### config.mk
export PLATFORM = sky130hd
export DESIGN_NAME = length_prefixed_nal_to_start_code
export DESIGN_NICKNAME = d
export VERILOG_FILES = /design/src/rtl/lpn2sc_pkg.sv /design/src/rtl/lpn2sc_front.sv /design/src/rtl/lpn2sc_queue.sv /design/src/rtl/lpn2sc_back.sv /design/src/rtl/length_prefixed_nal_to_start_code.sv
export VERILOG_INCLUDE_DIRS = /design/src /design/src/rtl
export SDC_FILE = /design/constraint.sdc
export NUM_CORES = 1
export LEC_CHECK = 0
export BUFFER_PORTS_ARGS = -buffer_cell sky130_fd_sc_hd__buf_2
export CORE_MARGIN = 2
export CORE_UTILIZATION = 25
export CTS_CLUSTER_SIZE = 28
export DETAILED_ROUTE_END_ITERATION = 10
export HOLD_SLACK_MARGIN = 0.12
export SLEW_MARGIN = 5
export SYNTH_ARGS = -nofsm -noshare
export SYNTH_HDL_FRONTEND = slang
export SYNTH_SLANG_ARGS = --single-unit
export TNS_END_PERCENT = 50
### constraint.sdc
create_clock -name clk -period 4.3 [get_ports clk]
set_input_delay 0.43 -clock clk [delete_from_list [all_inputs] [get_ports clk]]
set_output_delay 0.43 -clock clk [all_outputs]
set_load 0.02 [all_outputs]
### src/rtl/length_prefixed_nal_to_start_code_assert.svh
// Assertion macros shared by the converter's modules.
`ifndef LENGTH_PREFIXED_NAL_TO_START_CODE_ASSERT_SVH
`define LENGTH_PREFIXED_NAL_TO_START_CODE_ASSERT_SVH

// Same-cycle implication, checked out of reset.
`define LPN2SC_ASSERT_IMPLIES(label, clk_sig, rst_sig, ante, cons) \
    label: assert property (@(posedge clk_sig) disable iff (!rst_sig) (ante) |-> (cons)) \
        else $error("lpn2sc: same-cycle check failed");

// Next-cycle implication, checked out of reset.
`define LPN2SC_ASSERT_NEXT(label, clk_sig, rst_sig, ante, cons) \
    label: assert property (@(posedge clk_sig) disable iff (!rst_sig) (ante) |=> (cons)) \
        else $error("lpn2sc: next-cycle check failed");

`endif

### src/rtl/lpn2sc_pkg.sv
// Types and constants shared by the length-prefixed to start-code converter.
package lpn2sc_pkg;

    localparam int BYTE_W      = 8;
    localparam int LEN_W       = 32;
    localparam int SEEN_W      = 2;
    localparam int SIZE_W      = 3;
    localparam int BEAT_W      = 2;

    localparam logic [SIZE_W-1:0] SIZE_RESET = 3'd4;
    localparam logic [SIZE_W-1:0] SIZE_MIN   = 3'd1;
    localparam logic [SIZE_W-1:0] SIZE_MAX   = 3'd4;

    localparam int QUEUE_DEPTH = 4;
    localparam int QUEUE_PTR_W = $clog2(QUEUE_DEPTH);
    localparam int QUEUE_CNT_W = $clog2(QUEUE_DEPTH + 1);

    // Index of the closing 01 byte within each start-code form
    localparam logic [BEAT_W-1:0] BEAT_END_LONG  = 2'd3;
    localparam logic [BEAT_W-1:0] BEAT_END_SHORT = 2'd2;

    localparam logic [BYTE_W-1:0] START_CODE_ONE = 8'h01;

    typedef enum logic [1:0] {
        PH_PREFIX  = 2'd0,
        PH_PAYLOAD = 2'd1,
        PH_DROP    = 2'd2
    } phase_t;

    typedef enum logic [1:0] {
        CMD_DATA        = 2'd0,
        CMD_START_LONG  = 2'd1,
        CMD_START_SHORT = 2'd2,
        CMD_ERROR       = 2'd3
    } cmd_kind_t;

    typedef struct packed {
        cmd_kind_t          kind;
        logic [BYTE_W-1:0]  data;
        logic               last;
    } cmd_t;

endpackage

### src/rtl/lpn2sc_front.sv
// Front end: parse length prefixes and turn each input byte into at most one command.
`include "length_prefixed_nal_to_start_code_assert.svh"

module lpn2sc_front (
    input  logic                            clk,
    input  logic                            rst_n,
    input  logic                            cfg_we,
    input  logic [lpn2sc_pkg::SIZE_W-1:0]   cfg_size,
    input  logic                            in_accept,
    input  logic [lpn2sc_pkg::BYTE_W-1:0]   in_byte,
    input  logic                            in_last,
    output logic                            push,
    output lpn2sc_pkg::cmd_t                push_cmd
);
    import lpn2sc_pkg::*;

    logic [SIZE_W-1:0] size_reg;
    phase_t            phase_reg, phase_next;
    logic [SEEN_W-1:0] seen_reg, seen_next;
    logic [LEN_W-1:0]  acc_reg, acc_next;
    logic [LEN_W-1:0]  rem_reg, rem_next;
    logic              first_reg, first_next;

    logic [SIZE_W-1:0] size_eff;
    logic [LEN_W-1:0]  acc_shift;
    logic [SEEN_W-1:0] seen_inc;
    logic              prefix_done;
    logic              len_negative;
    logic              rem_is_one;

    // Clamp prefix size into 1..4
    always_comb
    begin
        if (size_reg < SIZE_MIN)
            size_eff = SIZE_MIN;
        else if (size_reg > SIZE_MAX)
            size_eff = SIZE_MAX;
        else
            size_eff = size_reg;
    end

    assign acc_shift    = {acc_reg[LEN_W-BYTE_W-1:0], in_byte};
    assign seen_inc     = seen_reg + 1'b1;
    assign prefix_done  = (seen_inc == '0) || ({1'b0, seen_inc} >= size_eff);
    assign len_negative = (size_eff == SIZE_MAX) && acc_shift[LEN_W-1];
    assign rem_is_one   = (rem_reg == LEN_W'(1));

    // Command outputs
    always_comb
    begin
        push          = 1'b0;
        push_cmd.kind = CMD_DATA;
        push_cmd.data = in_byte;
        push_cmd.last = in_last;
        if (in_accept)
        begin
            case (phase_reg)
                PH_PAYLOAD:
                begin
                    push = 1'b1;
                    if (in_last && !rem_is_one)
                        push_cmd.kind = CMD_ERROR;
                end
                PH_PREFIX:
                begin
                    if (!prefix_done || len_negative || (acc_shift != '0))
                    begin
                        if (in_last)
                        begin
                            push          = 1'b1;
                            push_cmd.kind = CMD_ERROR;
                        end
                    end
                    if (prefix_done && !len_negative && !(in_last && acc_shift != '0))
                    begin
                        push          = 1'b1;
                        push_cmd.kind = first_reg ? CMD_START_LONG : CMD_START_SHORT;
                    end
                end
                default:
                begin
                    if (in_last)
                    begin
                        push          = 1'b1;
                        push_cmd.kind = CMD_ERROR;
                    end
                end
            endcase
            if (push_cmd.kind == CMD_ERROR)
            begin
                push_cmd.data = '0;
                push_cmd.last = 1'b1;
            end
        end
    end

    // Next state
    always_comb
    begin
        phase_next = phase_reg;
        seen_next  = seen_reg;
        acc_next   = acc_reg;
        rem_next   = rem_reg;
        first_next = first_reg;
        if (in_accept)
        begin
            case (phase_reg)
                PH_PAYLOAD:
                begin
                    rem_next = rem_reg - 1'b1;
                    if (rem_is_one)
                        phase_next = PH_PREFIX;
                end
                PH_PREFIX:
                begin
                    if (!prefix_done)
                    begin
                        acc_next  = acc_shift;
                        seen_next = seen_inc;
                    end
                    else if (len_negative)
                    begin
                        seen_next  = '0;
                        acc_next   = '0;
                        phase_next = PH_DROP;
                    end
                    else
                    begin
                        seen_next  = '0;
                        acc_next   = '0;
                        first_next = 1'b0;
                        rem_next   = acc_shift;
                        phase_next = (acc_shift != '0) ? PH_PAYLOAD : PH_PREFIX;
                    end
                end
                default:
                begin
                    phase_next = phase_reg;
                end
            endcase
            // Every packet end returns the parser to its idle state
            if (in_last)
            begin
                phase_next = PH_PREFIX;
                seen_next  = '0;
                acc_next   = '0;
                rem_next   = '0;
                first_next = 1'b1;
            end
        end
    end

    always_ff @(posedge clk or negedge rst_n)
    begin
        if (!rst_n)
        begin
            size_reg  <= SIZE_RESET;
            phase_reg <= PH_PREFIX;
            seen_reg  <= '0;
            acc_reg   <= '0;
            rem_reg   <= '0;
            first_reg <= 1'b1;
        end
        else
        begin
            if (cfg_we)
                size_reg <= cfg_size;
            phase_reg <= phase_next;
            seen_reg  <= seen_next;
            acc_reg   <= acc_next;
            rem_reg   <= rem_next;
            first_reg <= first_next;
        end
    end

    `LPN2SC_ASSERT_IMPLIES(a_payload_nonzero, clk, rst_n, phase_reg == PH_PAYLOAD, rem_reg != '0)
    `LPN2SC_ASSERT_IMPLIES(a_drop_clean, clk, rst_n, phase_reg == PH_DROP, (acc_reg == '0) && (seen_reg == '0))

endmodule

### src/rtl/lpn2sc_queue.sv
// Short command queue between the front and back ends.
`include "length_prefixed_nal_to_start_code_assert.svh"

module lpn2sc_queue (
    input  logic              clk,
    input  logic              rst_n,
    input  logic              push,
    input  lpn2sc_pkg::cmd_t  push_cmd,
    input  logic              pop,
    output logic              full,
    output logic              head_valid,
    output lpn2sc_pkg::cmd_t  head_cmd
);
    import lpn2sc_pkg::*;

    cmd_t                   entry_reg [QUEUE_DEPTH];
    logic [QUEUE_PTR_W-1:0] wr_ptr_reg, wr_ptr_next;
    logic [QUEUE_PTR_W-1:0] rd_ptr_reg, rd_ptr_next;
    logic [QUEUE_CNT_W-1:0] count_reg, count_next;

    assign full       = (count_reg == QUEUE_CNT_W'(QUEUE_DEPTH));
    assign head_valid = (count_reg != '0);
    assign head_cmd   = entry_reg[rd_ptr_reg];

    always_comb
    begin
        wr_ptr_next = push ? wr_ptr_reg + 1'b1 : wr_ptr_reg;
        rd_ptr_next = pop ? rd_ptr_reg + 1'b1 : rd_ptr_reg;
        case ({push, pop})
            2'b10:   count_next = count_reg + 1'b1;
            2'b01:   count_next = count_reg - 1'b1;
            default: count_next = count_reg;
        endcase
    end

    always_ff @(posedge clk)
    begin
        if (push)
            entry_reg[wr_ptr_reg] <= push_cmd;
    end

    always_ff @(posedge clk or negedge rst_n)
    begin
        if (!rst_n)
        begin
            wr_ptr_reg <= '0;
            rd_ptr_reg <= '0;
            count_reg  <= '0;
        end
        else
        begin
            wr_ptr_reg <= wr_ptr_next;
            rd_ptr_reg <= rd_ptr_next;
            count_reg  <= count_next;
        end
    end

    `LPN2SC_ASSERT_IMPLIES(a_count_bound, clk, rst_n, 1'b1, count_reg <= QUEUE_CNT_W'(QUEUE_DEPTH))
    `LPN2SC_ASSERT_IMPLIES(a_pop_nonempty, clk, rst_n, pop, count_reg != '0)

endmodule

### src/rtl/lpn2sc_back.sv
// Back end: expand queued commands into output beats behind an output register.
`include "length_prefixed_nal_to_start_code_assert.svh"

module lpn2sc_back (
    input  logic                            clk,
    input  logic                            rst_n,
    input  logic                            head_valid,
    input  lpn2sc_pkg::cmd_t                head_cmd,
    output logic                            pop,
    output logic                            out_valid,
    input  logic                            out_stall,
    output logic [lpn2sc_pkg::BYTE_W-1:0]   out_byte,
    output logic                            out_last,
    output logic                            out_error
);
    import lpn2sc_pkg::*;

    logic [BEAT_W-1:0] beat_idx_reg, beat_idx_next;
    logic              valid_reg, valid_next;
    logic [BYTE_W-1:0] byte_reg;
    logic              last_reg;
    logic              error_reg;

    logic [BYTE_W-1:0] beat_byte;
    logic              beat_last;
    logic              beat_error;
    logic              beat_final;
    logic              load;

    // Shape of the beat at the current position of the head command
    always_comb
    begin
        beat_byte  = '0;
        beat_last  = 1'b0;
        beat_error = 1'b0;
        beat_final = 1'b1;
        case (head_cmd.kind)
            CMD_DATA:
            begin
                beat_byte = head_cmd.data;
                beat_last = head_cmd.last;
            end
            CMD_START_LONG:
            begin
                beat_final = (beat_idx_reg == BEAT_END_LONG);
                beat_byte  = beat_final ? START_CODE_ONE : '0;
                beat_last  = beat_final && head_cmd.last;
            end
            CMD_START_SHORT:
            begin
                beat_final = (beat_idx_reg == BEAT_END_SHORT);
                beat_byte  = beat_final ? START_CODE_ONE : '0;
                beat_last  = beat_final && head_cmd.last;
            end
            default:
            begin
                beat_last  = 1'b1;
                beat_error = 1'b1;
            end
        endcase
    end

    assign load = head_valid && (!valid_reg || !out_stall);
    assign pop  = load && beat_final;

    always_comb
    begin
        beat_idx_next = beat_idx_reg;
        if (load)
            beat_idx_next = beat_final ? '0 : beat_idx_reg + 1'b1;
        if (load)
            valid_next = 1'b1;
        else if (!out_stall)
            valid_next = 1'b0;
        else
            valid_next = valid_reg;
    end

    always_ff @(posedge clk)
    begin
        if (load)
        begin
            byte_reg  <= beat_byte;
            last_reg  <= beat_last;
            error_reg <= beat_error;
        end
    end

    always_ff @(posedge clk or negedge rst_n)
    begin
        if (!rst_n)
        begin
            beat_idx_reg <= '0;
            valid_reg    <= 1'b0;
        end
        else
        begin
            beat_idx_reg <= beat_idx_next;
            valid_reg    <= valid_next;
        end
    end

    assign out_valid = valid_reg;
    assign out_byte  = byte_reg;
    assign out_last  = last_reg;
    assign out_error = error_reg;

    `LPN2SC_ASSERT_IMPLIES(a_error_shape, clk, rst_n, valid_reg && error_reg, last_reg && (byte_reg == '0))
    `LPN2SC_ASSERT_NEXT(a_code_advance, clk, rst_n, load && !beat_final, beat_idx_reg != '0)

endmodule

### src/rtl/length_prefixed_nal_to_start_code.sv
// Top level of the length-prefixed NAL unit to start-code stream converter.
//
//   channel   direction  handshake                      payload
//   in        sink       in_valid / in_stall            in_byte, in_last
//   out       source     out_valid / out_stall          out_byte, out_last, out_error
//   config    sink       length_field_bytes_we          length_field_bytes
//
// One input beat is taken per cycle while the four-entry command queue has room.
// The output register gives one beat per cycle while out_stall is low; a start
// code is three or four beats, so prefix bytes that yield start codes fill the
// queue and then stall the input. With the queue empty and the output free, an
// accepted byte is written to the queue and then loaded into the output register.
// Reset (rst_n low, asynchronous) empties the queue and output register, sets the
// prefix size to four bytes and arms the long start code for the next unit.
//
// The front end parses prefixes and turns each byte into at most one command
// (copy a byte, emit a long or short start code, or flag an error). The back end
// drains the queue and expands start codes into beats. A malformed packet cannot
// take back beats already sent: drop the rest of it and close it with a single
// error beat (byte 0, last and error set).
module length_prefixed_nal_to_start_code (
    input  logic                            clk,
    input  logic                            rst_n,
    input  logic                            length_field_bytes_we,
    input  logic [lpn2sc_pkg::SIZE_W-1:0]   length_field_bytes,
    input  logic                            in_valid,
    output logic                            in_stall,
    input  logic [lpn2sc_pkg::BYTE_W-1:0]   in_byte,
    input  logic                            in_last,
    output logic                            out_valid,
    input  logic                            out_stall,
    output logic [lpn2sc_pkg::BYTE_W-1:0]   out_byte,
    output logic                            out_last,
    output logic                            out_error
);
    import lpn2sc_pkg::*;

    logic in_accept;
    logic push;
    cmd_t push_cmd;
    logic pop;
    logic queue_full;
    logic head_valid;
    cmd_t head_cmd;

    // Hold the input off only while the queue is full
    assign in_stall  = queue_full;
    assign in_accept = in_valid && !queue_full;

    lpn2sc_front u_front (
        .clk       (clk),
        .rst_n     (rst_n),
        .cfg_we    (length_field_bytes_we),
        .cfg_size  (length_field_bytes),
        .in_accept (in_accept),
        .in_byte   (in_byte),
        .in_last   (in_last),
        .push      (push),
        .push_cmd  (push_cmd)
    );

    lpn2sc_queue u_queue (
        .clk        (clk),
        .rst_n      (rst_n),
        .push       (push),
        .push_cmd   (push_cmd),
        .pop        (pop),
        .full       (queue_full),
        .head_valid (head_valid),
        .head_cmd   (head_cmd)
    );

    lpn2sc_back u_back (
        .clk        (clk),
        .rst_n      (rst_n),
        .head_valid (head_valid),
        .head_cmd   (head_cmd),
        .pop        (pop),
        .out_valid  (out_valid),
        .out_stall  (out_stall),
        .out_byte   (out_byte),
        .out_last   (out_last),
        .out_error  (out_error)
    );

endmodule
Word level (Yosys, flattened, before mapping)
Memories as Yosys holds them, arrays and structs flattened.
Cells that the tools add are included.
{ "classes": {"addsub": 7, "n_lt_le_gt_ge": 3, "n_eq_ne": 16, "mux": 48, "n_reduce_logical": 35} }
{ "ops": {"columns": ["op", "count"], "rows": [
  ["two-way mux 32 bit", 3],
  ["two-way mux 24 bit", 3],
  ["case mux 32 bit (2 select lines)", 1],
  ["== test 32 x 1 -> 1 bit (second input constant)", 1],
  ["nonzero test 32 bit", 1],
  ["subtractor 32 x 1 -> 32 bit (second input constant)", 1],
  ["two-way mux 2 bit", 14],
  ["case mux 8 bit (3 select lines)", 1],
  ["two-way mux 1 bit", 16],
  ["AND reduction 4 bit", 3],
  ["two-way mux 11 bit", 1],
  ["== test 2 bit (second input constant)", 5],
  ["logical AND 1 bit", 10],
  ["two-way mux 9 bit", 1],
  ["adder 2 x 1 -> 2 bit (second input constant)", 4],
  ["case mux 2 bit (2 select lines)", 2],
  ["zero test 1 bit", 7],
  ["== test 2 x 1 -> 1 bit (second input constant)", 3],
  ["== test 3 bit (second input constant)", 2],
  ["zero test 2 bit", 3],
  ["two-way mux 3 bit", 2],
  ["!= test 3 x 2 -> 1 bit (second input constant)", 2],
  ["case mux 3 bit (2 select lines)", 1],
  ["nonzero test 2 bit", 3],
  ["14 further kinds", 19]
]} }
{ "totals": {"ff_bits": 84, "mem_bits_rw": 44, "input_bits": 17, "out_inout_bits": 12, "word_cells": 124, "mem_count": 1} }
{ "mem_list": {"columns": ["memory", "depth", "word_bits", "rd", "rd_clocked_by_memory_dff", "wr", "line_no", "source"], "rows": [
  ["u_queue.entry_reg", 4, 11, 1, 0, 1, "lpn2sc_queue.sv:16", "cmd_t entry_reg [QUEUE_DEPTH];"]
]} }

Longest topological paths before layout
Gate-level depths: netlist (run 1).
{ "logic_depth": {"depth_word": 15, "depth_mapped": 16, "mapped_depth_nobuf": 14} }

Hierarchy
A second synthesis (run 1) with hierarchy kept.
{ "hier_totals": {"hier_cells": 535, "area_unflattened_um2": 6177.2} }
{ "modules_own_cells": {"columns": ["module", "instances", "cells_each", "area_per_inst_um2", "seq_area_each_um2"], "rows": [
  ["lpn2sc_front", 1, 398, 3545.9, 1604.0],
  ["lpn2sc_queue", 1, 90, 1984.4, 1496.4],
  ["lpn2sc_back", 1, 46, 633.1, 375.4],
  ["length_prefixed_nal_to_start_code", 1, 1, 13.8, 0.0]
]} }

Least setup slack after synthesis (run 1)
OpenSTA, ideal clock, no wires.
{ "synth_path": {"path_kind": "register -> register", "startpoint": "register u_queue.rd_ptr_reg[0]", "endpoint": "register u_queue.count_reg[2]", "setup_ns": 0.079, "arrival_ns": 3.226, "required_ns": 4.221, "setup_slack_ns": 0.995, "stages_incl_launch_ff": 14, "n_path_buf": 1, "synth_period_minus_slack_ns": 3.305, "cell_sequence": "dfrtp_1 > buf_1 > mux4_2 > inv_1 > ha_1 > a22oi_1 > and2_1 > nor2_1 > ha_1 > inv_1 > fa_1 > xor2_1 > nor2_1 > xor2_1"} }
{ "synth_via": {"elab_chain_len": 6, "word_cells_on_any_way": 9, "classes_between": "eq/ne (4); mux (2); reduce/logical (2); memory (1)"} }
{ "synth_rtl": {"columns": ["element", "line_no", "source"], "rows": [
  ["start: declaration", "lpn2sc_queue.sv:18", "logic [QUEUE_PTR_W-1:0] rd_ptr_reg, rd_ptr_next;"],
  ["start signal: assignment", "lpn2sc_queue.sv:53", "rd_ptr_reg <= rd_ptr_next;"],
  ["memory (4 x 11 bit) *", null, null],
  ["== test 2 bit / == test 2 x 1 -> 1 bit (equally long branches)", "lpn2sc_back.sv:37", "case (head_cmd.kind)"],
  ["case mux 1 bit (2 select lines) *", "lpn2sc_back.sv:37", null],
  ["logical AND 1 bit *", "lpn2sc_back.sv:64", "assign pop = load && beat_final;"],
  ["via pop", "length_prefixed_nal_to_start_code.sv:41", "logic pop;"],
  ["== test 2 x 1 -> 1 bit / == test 2 bit (equally long branches)", "lpn2sc_queue.sv:29", "case ({push, pop})"],
  ["case mux 3 bit (2 select lines) / nonzero test 2 bit (equally long branches)", null, null],
  ["end signal: assignment", "lpn2sc_queue.sv:54", "count_reg <= count_next;"],
  ["end: declaration", "lpn2sc_queue.sv:19", "logic [QUEUE_CNT_W-1:0] count_reg, count_next;"]
]} }
The timed path passes the listed nets; every way through them passes the cells marked *.
A chain may end at the register's enable or synchronous reset.

Worst setup path in the final report (run 1)
{ "layout_path": {"startpoint": "register u_front.size_reg[2]", "endpoint": "register u_queue.count_reg[2]"} }
{ "layout_via": {"elab_chain_len": 14, "word_cells_on_any_way": 22, "classes_between": "order compare (3); eq/ne (3); mux (7); reduce/logical (9)"} }
{ "layout_rtl": {"columns": ["element", "line_no", "source"], "rows": [
  ["start: declaration", "lpn2sc_front.sv:17", "logic [SIZE_W-1:0] size_reg;"],
  ["start signal: assignment", "lpn2sc_front.sv:167", "size_reg <= cfg_size;"],
  ["greater-than comparator 3 bit", "lpn2sc_front.sv:36", "else if (size_reg > SIZE_MAX)"],
  ["two-way mux 3 bit", "lpn2sc_front.sv:36", null],
  ["two-way mux 3 bit *", "lpn2sc_front.sv:34", "if (size_reg < SIZE_MIN)"],
  [">= comparator 2 x 3 -> 1 bit", "lpn2sc_front.sv:44", "assign prefix_done = (seen_inc == '0) || ({1'b0, seen_inc} >= size_eff);"],
  ["logical OR 1 bit", "lpn2sc_front.sv:44", null],
  ["zero test 1 bit", "lpn2sc_front.sv:66", "if (!prefix_done || len_negative || (acc_shift != '0))"],
  ["logical OR 1 bit (2 in series)", "lpn2sc_front.sv:66", null],
  ["two-way mux 1 bit", "lpn2sc_front.sv:66", null],
  ["two-way mux 1 bit *", "lpn2sc_front.sv:74", "if (prefix_done && !len_negative && !(in_last && acc_shift != '0))"],
  ["case mux 1 bit (2 select lines) *", "lpn2sc_front.sv:57", "case (phase_reg)"],
  ["two-way mux 1 bit *", "lpn2sc_front.sv:55", "if (in_accept)"],
  ["== test 2 x 1 -> 1 bit / == test 2 bit (equally long branches)", "lpn2sc_queue.sv:29", null],
  ["case mux 3 bit (2 select lines) / nonzero test 2 bit (equally long branches)", null, null]
]} }
Mark *: on every way between the ends. The rest lies on a longest branch, timed or not.

==> reports/metrics.cfg, run 1 <==
[clocking]
cts_hold_buf=1
clkSinkCount=128
cts_buffers=17
cts_resized=0
path_clk_slew_ns=0.06
cts_tree=built
cts_setup_buffers=0
clockRootBuffer=clkbuf_16
h-tree-depth=4
clock_latency_ns=0.43
ctsLongestPathBuffers=2

[pwr]
powerDensity_nw_per_um2=768
peakVddDrop_uv=273
fin_total_pwr_mw=5.61
leakage_nw=2.91

[die]
initial_core_util_pct=25.4
rows=57
die_area_um2=26000
die_w_um=161
pin_count=29
coreArea_um2=24300
die_y_um=161

[placed_design]
portBuffers=28
gp_congestion=0.812
dp_hpwl_um=9990

[synth]
synth_ff_type=dfrtp_1
netlist_area_um2=6180
yosysMostFrequentCell=dfrtp_1
avgSynthCellArea_um2=11.8
netlist_instances=523
yosysSeqAreaShare_pct=56.2
syn-num-nets=558
synth_edf_count=54
yosysWarnings=0
synth_top_area_cell=dfrtp_1
ys_ff_latch=128
synth_top_area_share_pct=29.1
ys_types=58
yosys-top-cells-count=72 x dfrtp_1, 54 x edfxtp_1, 39 x nand2_1, 32 x o21ai_0, 27 x a22o_1
ys_async_sr_fraction_pct=57.8
synth_area_leaders=dfrtp_1 29%, edfxtp_1 26%, mux4_2 4.0%

[timing]
tns_ns=0
final_max_slew_viol_count=0
rsz0062_at_grt=false
whs_ns=0.215
fin_crit_ns=3.33
period_share_pct=77.5
fmax_mhz=300
final-setup-viol-count=0
worstMarginPinSlew_ns=1.05
finalClockSkew_ns=0.0106
hold_viol=0
timing.slew.headroom_pct=30.0

[critical_path]
critPathKind=reg -> reg
slowest_delay_ns=0.57
cp.required_ns=4.65
r2r_start=u_front.size_reg[2]
crit_arrival_ns=3.69
crit_slowest_cell=dfstp_2
worstSetupStartpoint=u_front.size_reg[2]
cp_cell_sequence=a21oi_1 -> ha_1 -> nand2b_1 -> a211oi_1 -> o21a_1 -> nor2_1 -> inv_1 -> ha_1 -> inv_1 -> fa_1 -> xor2_1 -> nor2_1 -> xor2_1
r2r_cells=13
path_max_fanout=11
reg2reg_slack_ns=0.97
critPathLaunchType=register
endpoint_kind=register
r2r-end=u_queue.count_reg[2]

[cells_and_area]
largest_reg_flops=44
diodes=0
multi_input_area_um2=2530
area_delta_synth_final_pct=18.2
seqCellArea_um2=3480
finalNetCount=589
layout-drive-gt1-share_pct=17.3
fillers=2462

[detailed_routing]
avgRoutedWirePerCell_um=16.8
vias=4456
firstDrtPassIters=5
vias_per_cell=5.00
drt_iter0_markers=369
ant_nets=0
drc=0
finalWirelength_um=15000

[grt]
grt_antenna_before_repair=0
grtUsageTotal_pct=12.1
grt_pass1_wl_um=24500
first_global_vias=4395
grt-ovfl-total=0
grt_max_degree=40

[job]
maxCapViolations=0

[min_path]
hp-start=out_stall
hp-class=in -> reg
min_path_cells=3
whs_endpoint=u_back.out_valid

[run_status]
status=finished, final reports clean

through the flow:
stage | instances | area, µm² | setup slack (ns) | util (%)
floorplan | 523 | 6180 | 0.995 | -
global placement | 858 | 6710 | 1.03 | 27.6
detailed placement | 858 | 6710 | 0.998 | 27.6
CTS | 891 | 7310 | 0.946 | 30.0
global route | 891 | 7310 | 0.684 | 30.0
finish | 891 | 7310 | 0.966 | 30.0
where the power goes:
group          switching (mW)  internal [mW]
Sequential              0.293           1.67
Combinational            1.38          0.830
Clock                   0.577          0.860
Total                    2.25           3.36
critical path: cells and delay by family (launching register included):
| family | cells | cell delay (ns) |
|---|---|---|
| buf+inv | 2 | 0.42 |
| flops | 1 | 0.57 |
| simple gates | 3 | 0.36 |
| compound gates | 3 | 0.71 |
| xor+xnor | 2 | 0.30 |
| fa+ha+maj | 3 | 0.90 |
routing by layer:
metal | GRT usage [%] | up-vias | routed length (µm)
met3 | 3.21 | 23 | 837
met5 | 0 | - | 0
met1 | 16.5 | 2215 | 7040
li1 | - | 2088 | -
met2 | 18.3 | 130 | 6820
met4 | 4.67 | 0 | 286
worst max path at each step:
stage	endpoint	slack, ns	cells after the start
2_1_floorplan	u_queue.count_reg[2]	1.0	13
3_3_place_gp	u_queue.count_reg[2]	1.03	13
3_5_place_dp	u_queue.count_reg[2]	1.0	13
4_1_cts	u_queue.count_reg[2]	0.95	13
5_1_grt	u_queue.count_reg[2]	0.68	13
6_report	u_queue.count_reg[2]	0.97	13
cell usage in the layout (no fill, tap or decap), types with 4 or more instances in the layout:
| master | n |
|---|---|
| dfrtp_1 | 72 |
| nor2b_1 | 15 |
| and3_1 | 4 |
| a21oi_1 | 15 |
| nand4_1 | 12 |
| nand2_1 | 39 |
| a22o_1 | 27 |
| a221o_1 | 4 |
| mux2_2 | 4 |
| nor3_1 | 21 |
| o211ai_1 | 4 |
| ha_1 | 17 |
| a22oi_1 | 6 |
| edfxtp_1 | 54 |
| buf_2 | 27 |
| nor4_1 | 13 |
| clkinvlp_4 | 5 |
| nand3_1 | 13 |
| mux4_2 | 11 |
| nor2_1 | 22 |
| o31ai_1 | 14 |
| a21o_1 | 4 |
| nand2b_1 | 5 |
| a32oi_1 | 4 |
| inv_1 | 21 |
| inv_6 | 5 |
| a32o_1 | 7 |
| clkbuf_16 | 17 |
| o21ai_0 | 31 |
| o2bb2ai_1 | 4 |
| buf_4 | 11 |
kinds of logic after synthesis:
| kind of cell | after synthesis | synth area share (%) |
|---|---|---|
| AOI/OAI and AO/OA | 144 | 17.2 |
| xor gates and xnor gates | 6 | 0.850 |
| adders and majority gates | 18 | 3.76 |
| buffers and inverters | 48 | 2.93 |
| DFF | 128 | 56.2 |
| muxes | 16 | 4.90 |
| and+or+nand+nor | 163 | 14.1 |
area by class of cell:
| type | instances | share of cell area [%] |
|---|---|---|
| clock buffers | 18 | 5.87 |
| clock inverters | 14 | 2.12 |
| inverters | 21 | 1.08 |
| multi-input cells | 347 | 34.7 |
| flip-flops and latches | 128 | 47.6 |
| well taps | 324 | 5.55 |
| repair buffers | 39 | 3.12 |
Note: power is estimated with default switching activity, not from simulation.
==> run 2, diff against run 1 <==
==> constraint.sdc (replaced) <==
create_clock -name clk -period 3.05 [get_ports clk]
set_input_delay 0.305 -clock clk [delete_from_list [all_inputs] [get_ports clk]]
set_output_delay 0.305 -clock clk [all_outputs]
set_load 0.02 [all_outputs]
==> reports/metrics.cfg, run 2 (synthesis gave the netlist of run 1 again) <==
[placed_design]
dp.cells=878
dp_hpwl_um=10500
gp_congestion=0.811
placed_area_um2=6870
portBuffers=28

[critical_path]
cp.required_ns=3.21
endpoint_kind=register
critPathLaunchType=register
crit_arrival_ns=3.00
path_max_fanout=10
critPathKind=reg -> reg
r2r_cells=5

[timing]
final_max_slew_viol_count=0
tns_ns=0
period_share_pct=93.4
final-setup-viol-count=0
whs_ns=0.131
worstMarginPinSlew_ns=0.997
finalClockSkew_ns=0.00781
fin_crit_ns=2.85
hold_viol=0
fmax_mhz=351
timing.slew.headroom_pct=33.6
rsz0062_at_grt=false

[cells_and_area]
final_common_cell=dfrtp_1
diodes=0
finalNetCount=612
final_cell_mix=72 x dfrtp_1, 54 x edfxtp_1, 39 x nand2_1
multi_input_area_um2=2540
layout-drive-gt1-share_pct=20.3
seqCellArea_um2=3480
design_area_um2=7490
final_util_pct=30.8
area_delta_synth_final_pct=21.1
fillers=2436
largest_reg_flops=44
fin_cells=914

[job]
maxCapViolations=0

[grt]
grt_pass1_wl_um=25400
grt-ovfl-total=0
grt_antenna_before_repair=0
first_global_vias=4587
grtUsageTotal_pct=12.5
grt_max_degree=75

[pwr]
powerDensity_nw_per_um2=1090
leakage_nw=3.03
peakVddDrop_uv=434

[die]
rows=57
die_area_um2=26000
die_y_um=161
coreArea_um2=24300
pin_count=29
initial_core_util_pct=25.4
die_w_um=161

[detailed_routing]
vias_per_cell=5.07
vias=4637
drc=0
ant_nets=0
firstDrtPassIters=5
finalWirelength_um=15500
avgRoutedWirePerCell_um=17.0
drt_iter0_markers=430

[clocking]
ctsLongestPathBuffers=2
h-tree-depth=4
clock_latency_ns=0.42
cts_buffers=17
cts_setup_buffers=0
clkSinkCount=128
cts_hold_buf=4
clockRootBuffer=clkbuf_16
path_clk_slew_ns=0.06
cts_tree=built
cts_resized=0

[min_path]
min_path_cells=2
hp-class=in -> reg

[run_status]
status=finished, final reports clean

-- run 2: cell types whose count changed in the layout (fill, tap and decap cells not counted), sizes merged --
cell	delta
buf	+20
bufinv	-1
clkbuf	+1
clkinv	+2
clkinvlp	-2
dlygate4sd3	+3
-- run 2: power breakdown --
| part | switching, mW | total, mW | internal [mW] |
|---|---|---|---|
| Clock | 0.813 | 1.99 | 1.18 |
| Combinational | 2.07 | 3.42 | 1.36 |
| Sequential | 0.389 | 2.74 | 2.35 |
| Total | 3.27 | 8.16 | 4.89 |
-- run 2: final timing paths --
check,from,to,slack (ns)
max in group asynchronous,rst_n,u_front.rem_reg[25],1.81
min,length_field_bytes[2],u_front.size_reg[2],0.13
min reg2reg,u_queue.count_reg[2],u_queue.count_reg[2],0.49
min in group asynchronous,rst_n,u_back.out_valid,0.57
max reg2reg,u_front.rem_reg[8],u_queue.entry_reg[1][9],0.20
max,u_front.rem_reg[8],u_queue.entry_reg[1][9],0.20
-- run 2: stage by stage --
step,setup slack (ns),power (mW)
after floorplan,0.0691,5.05
after CTS,0.193,8.19
after detailed placement,0.216,6.17
after global routing,0.00309,8.70
after global placement,0.264,6.13
final,0.203,8.16
-- run 2: routing by layer --
layer  GRT usage (%)  wire length, µm
met1            16.3             7020
met2            20.2             7480
met3            2.82              752
met4            4.87              252
met5               0                0
-- run 2: final cells by class --
cell class | instances | share of cell area [%]
clock inverters | 13 | 1.70
clock buffers | 19 | 6.05
well taps | 324 | 5.41
inverters | 21 | 1.05
flip-flops and latches | 128 | 46.4
repair buffers | 62 | 5.45
multi-input cells | 347 | 33.9
-- run 2: worst max-delay path, cell delays in order (launching register included) --
cell      delay, ns
dfrtp_1        0.41
or4_1          0.56
or4_4          0.55
o41ai_2        0.46
a211oi_2       0.29
a41o_1         0.32
==> run 3, diff against run 2 <==
--- a/config.mk
+++ b/config.mk
@@ -12,6 +12,7 @@
 export CTS_CLUSTER_SIZE = 28
 export DETAILED_ROUTE_END_ITERATION = 10
 export HOLD_SLACK_MARGIN = 0.12
+export RECOVER_POWER = 50
 export SLEW_MARGIN = 5
 export SYNTH_ARGS = -nofsm -noshare
 export SYNTH_HDL_FRONTEND = slang
==> reports/metrics.cfg, run 3 (synthesis gave the netlist of run 1 again) <==
[critical_path]
endpoint_kind=register
critPathKind=reg -> reg
slowest_delay_ns=0.74
crit_arrival_ns=3.01
cp_cell_sequence=a21oi_1 -> ha_1 -> nand2b_1 -> a211oi_2 -> clkbuf_1 -> o41ai_1 -> a211oi_2 -> nor2b_1
crit_slowest_cell=a211oi_2
crit_top_cell=a211oi_2
critPathLaunchType=register
path_max_fanout=10
cp.required_ns=3.16

[detailed_routing]
ant_nets=0
drc=0
vias=4613
vias_per_cell=5.05
finalWirelength_um=15600
drt_iter0_markers=459
firstDrtPassIters=5
avgRoutedWirePerCell_um=17.1

[clocking]
clkSinkCount=128
clockRootBuffer=clkbuf_16
cts_tree=built
cts_buffers=17
h-tree-depth=4
cts_hold_buf=4
ctsLongestPathBuffers=2
cts_setup_buffers=0
cts_resized=0
path_clk_slew_ns=0.06
clock_latency_ns=0.42

[die]
die_y_um=161
rows=57
pin_count=29
initial_core_util_pct=25.4
die_w_um=161
coreArea_um2=24300
die_area_um2=26000

[pwr]
p_sw_share_pct=40.3
leakage_nw=2.98
seq_power_share_pct=33.8
powerDensity_nw_per_um2=1090
power_switching_mw=3.27
peakVddDrop_uv=438
clkPwrFrac_pct=24.5
fin_total_pwr_mw=8.12
p_comb_share_pct=41.6
internal-power_mw=4.84

[cells_and_area]
design_area_um2=7450
final_common_cell=dfrtp_1
final_cell_mix=72 x dfrtp_1, 54 x edfxtp_1, 39 x nand2_1
area_delta_synth_final_pct=20.5
layout-drive-gt1-share_pct=17.3
diodes=0
fin_cells=914
largest_reg_flops=44
fillers=2448
finalNetCount=612

[timing]
final_max_slew_viol_count=75
fin_crit_ns=2.89
rsz0062_at_grt=false
period_share_pct=94.9
final-setup-viol-count=0
fmax_mhz=345
hold_viol=0
tns_ns=0
timing.slew.headroom_pct=-30.1
fin_ws_ns=0.155
worstMarginPinSlew_ns=1.95
finalClockSkew_ns=0.00712

[grt]
grt_max_degree=75
grt-ovfl-total=0
grt_pass1_wl_um=25400
grt_antenna_before_repair=0
grtUsageTotal_pct=12.5
first_global_vias=4587

[placed_design]
portBuffers=28
dp_hpwl_um=10500
placed_area_um2=6870
gp_congestion=0.811
place_ws_ns=0.216
dp.cells=878

[job]
maxCapViolations=1

[min_path]
hp-class=in -> reg

[run_status]
violations=max-capacitance violations, max-slew violations
status=finished with violations

## run 3: changes by cell type in the layout (fill, tap and decap cells not counted)
cell / change
nor4b_2: -1
nor4b_1: +1
dfstp_2: -1
buf_2: -13
dfstp_1: +1
clkbuf_1: +16
buf_4: -5
clkbuf_2: +2
## run 3: worst max-delay path: cells and delay by family, from the launching register on
kind,cells,cell delay (ns)
simple gates,2,0.38
buf+inv,1,0.17
compound gates,4,1.17
fa+ha+maj,1,0.27
flops,1,0.59
## run 3: path summary, 6_finish.rpt
kind	from	to	slack [ns]	cells after the start
worst max-delay path	u_front.size_reg[2]	u_queue.entry_reg[1][8]	0.16	8
worst min-delay path	length_field_bytes[2]	u_front.size_reg[2]	0.13	2
worst max register to register	u_front.size_reg[2]	u_queue.entry_reg[1][8]	0.16	8
worst min register to register	u_queue.count_reg[2]	u_queue.count_reg[2]	0.49	1
max in group asynchronous	rst_n	u_front.rem_reg[25]	0.93	2
min in group asynchronous	rst_n	u_back.out_valid	0.93	2
## run 3: area by class of cell
cell class                      count  area (µm²)  share of cell area [%]
Tap cell                          324         405                    5.44
Sequential cell                   128        3480                    46.7
Clock inverter                     13         128                    1.71
Inverter                           21        78.8                    1.06
Timing Repair Buffer               62         375                    5.04
Multi-Input combinational cell    347        2530                    34.0
Clock buffer                       19         453                    6.08
## run 3: stage by stage
step	hold slack (ns)	util, %
final	0.130	30.6
after global routing	0.131	30.6
after CTS	0.121	30.8
after detailed placement	0.475	28.2
after global placement	0.466	28.2
after floorplan	0.00941	-
## run 3: per-layer routing
metal / GRT usage, % / vias to the layer above / routed length [µm]
li1: - / 2130 / -
met1: 16.3 / 2309 / 6930
met2: 20.2 / 148 / 7480
met3: 2.82 / 26 / 877
met4: 4.87 / 0 / 313
met5: 0 / - / 0
## run 3: power by group through the flow
stage	registers, mW	clock network, mW	logic, mW
floorplan	2.74	0	2.31
global placement	2.76	0	3.37
detailed placement	2.76	0	3.41
CTS	2.74	2.02	3.44
global route	2.81	2.10	3.74
finish	2.75	1.99	3.38
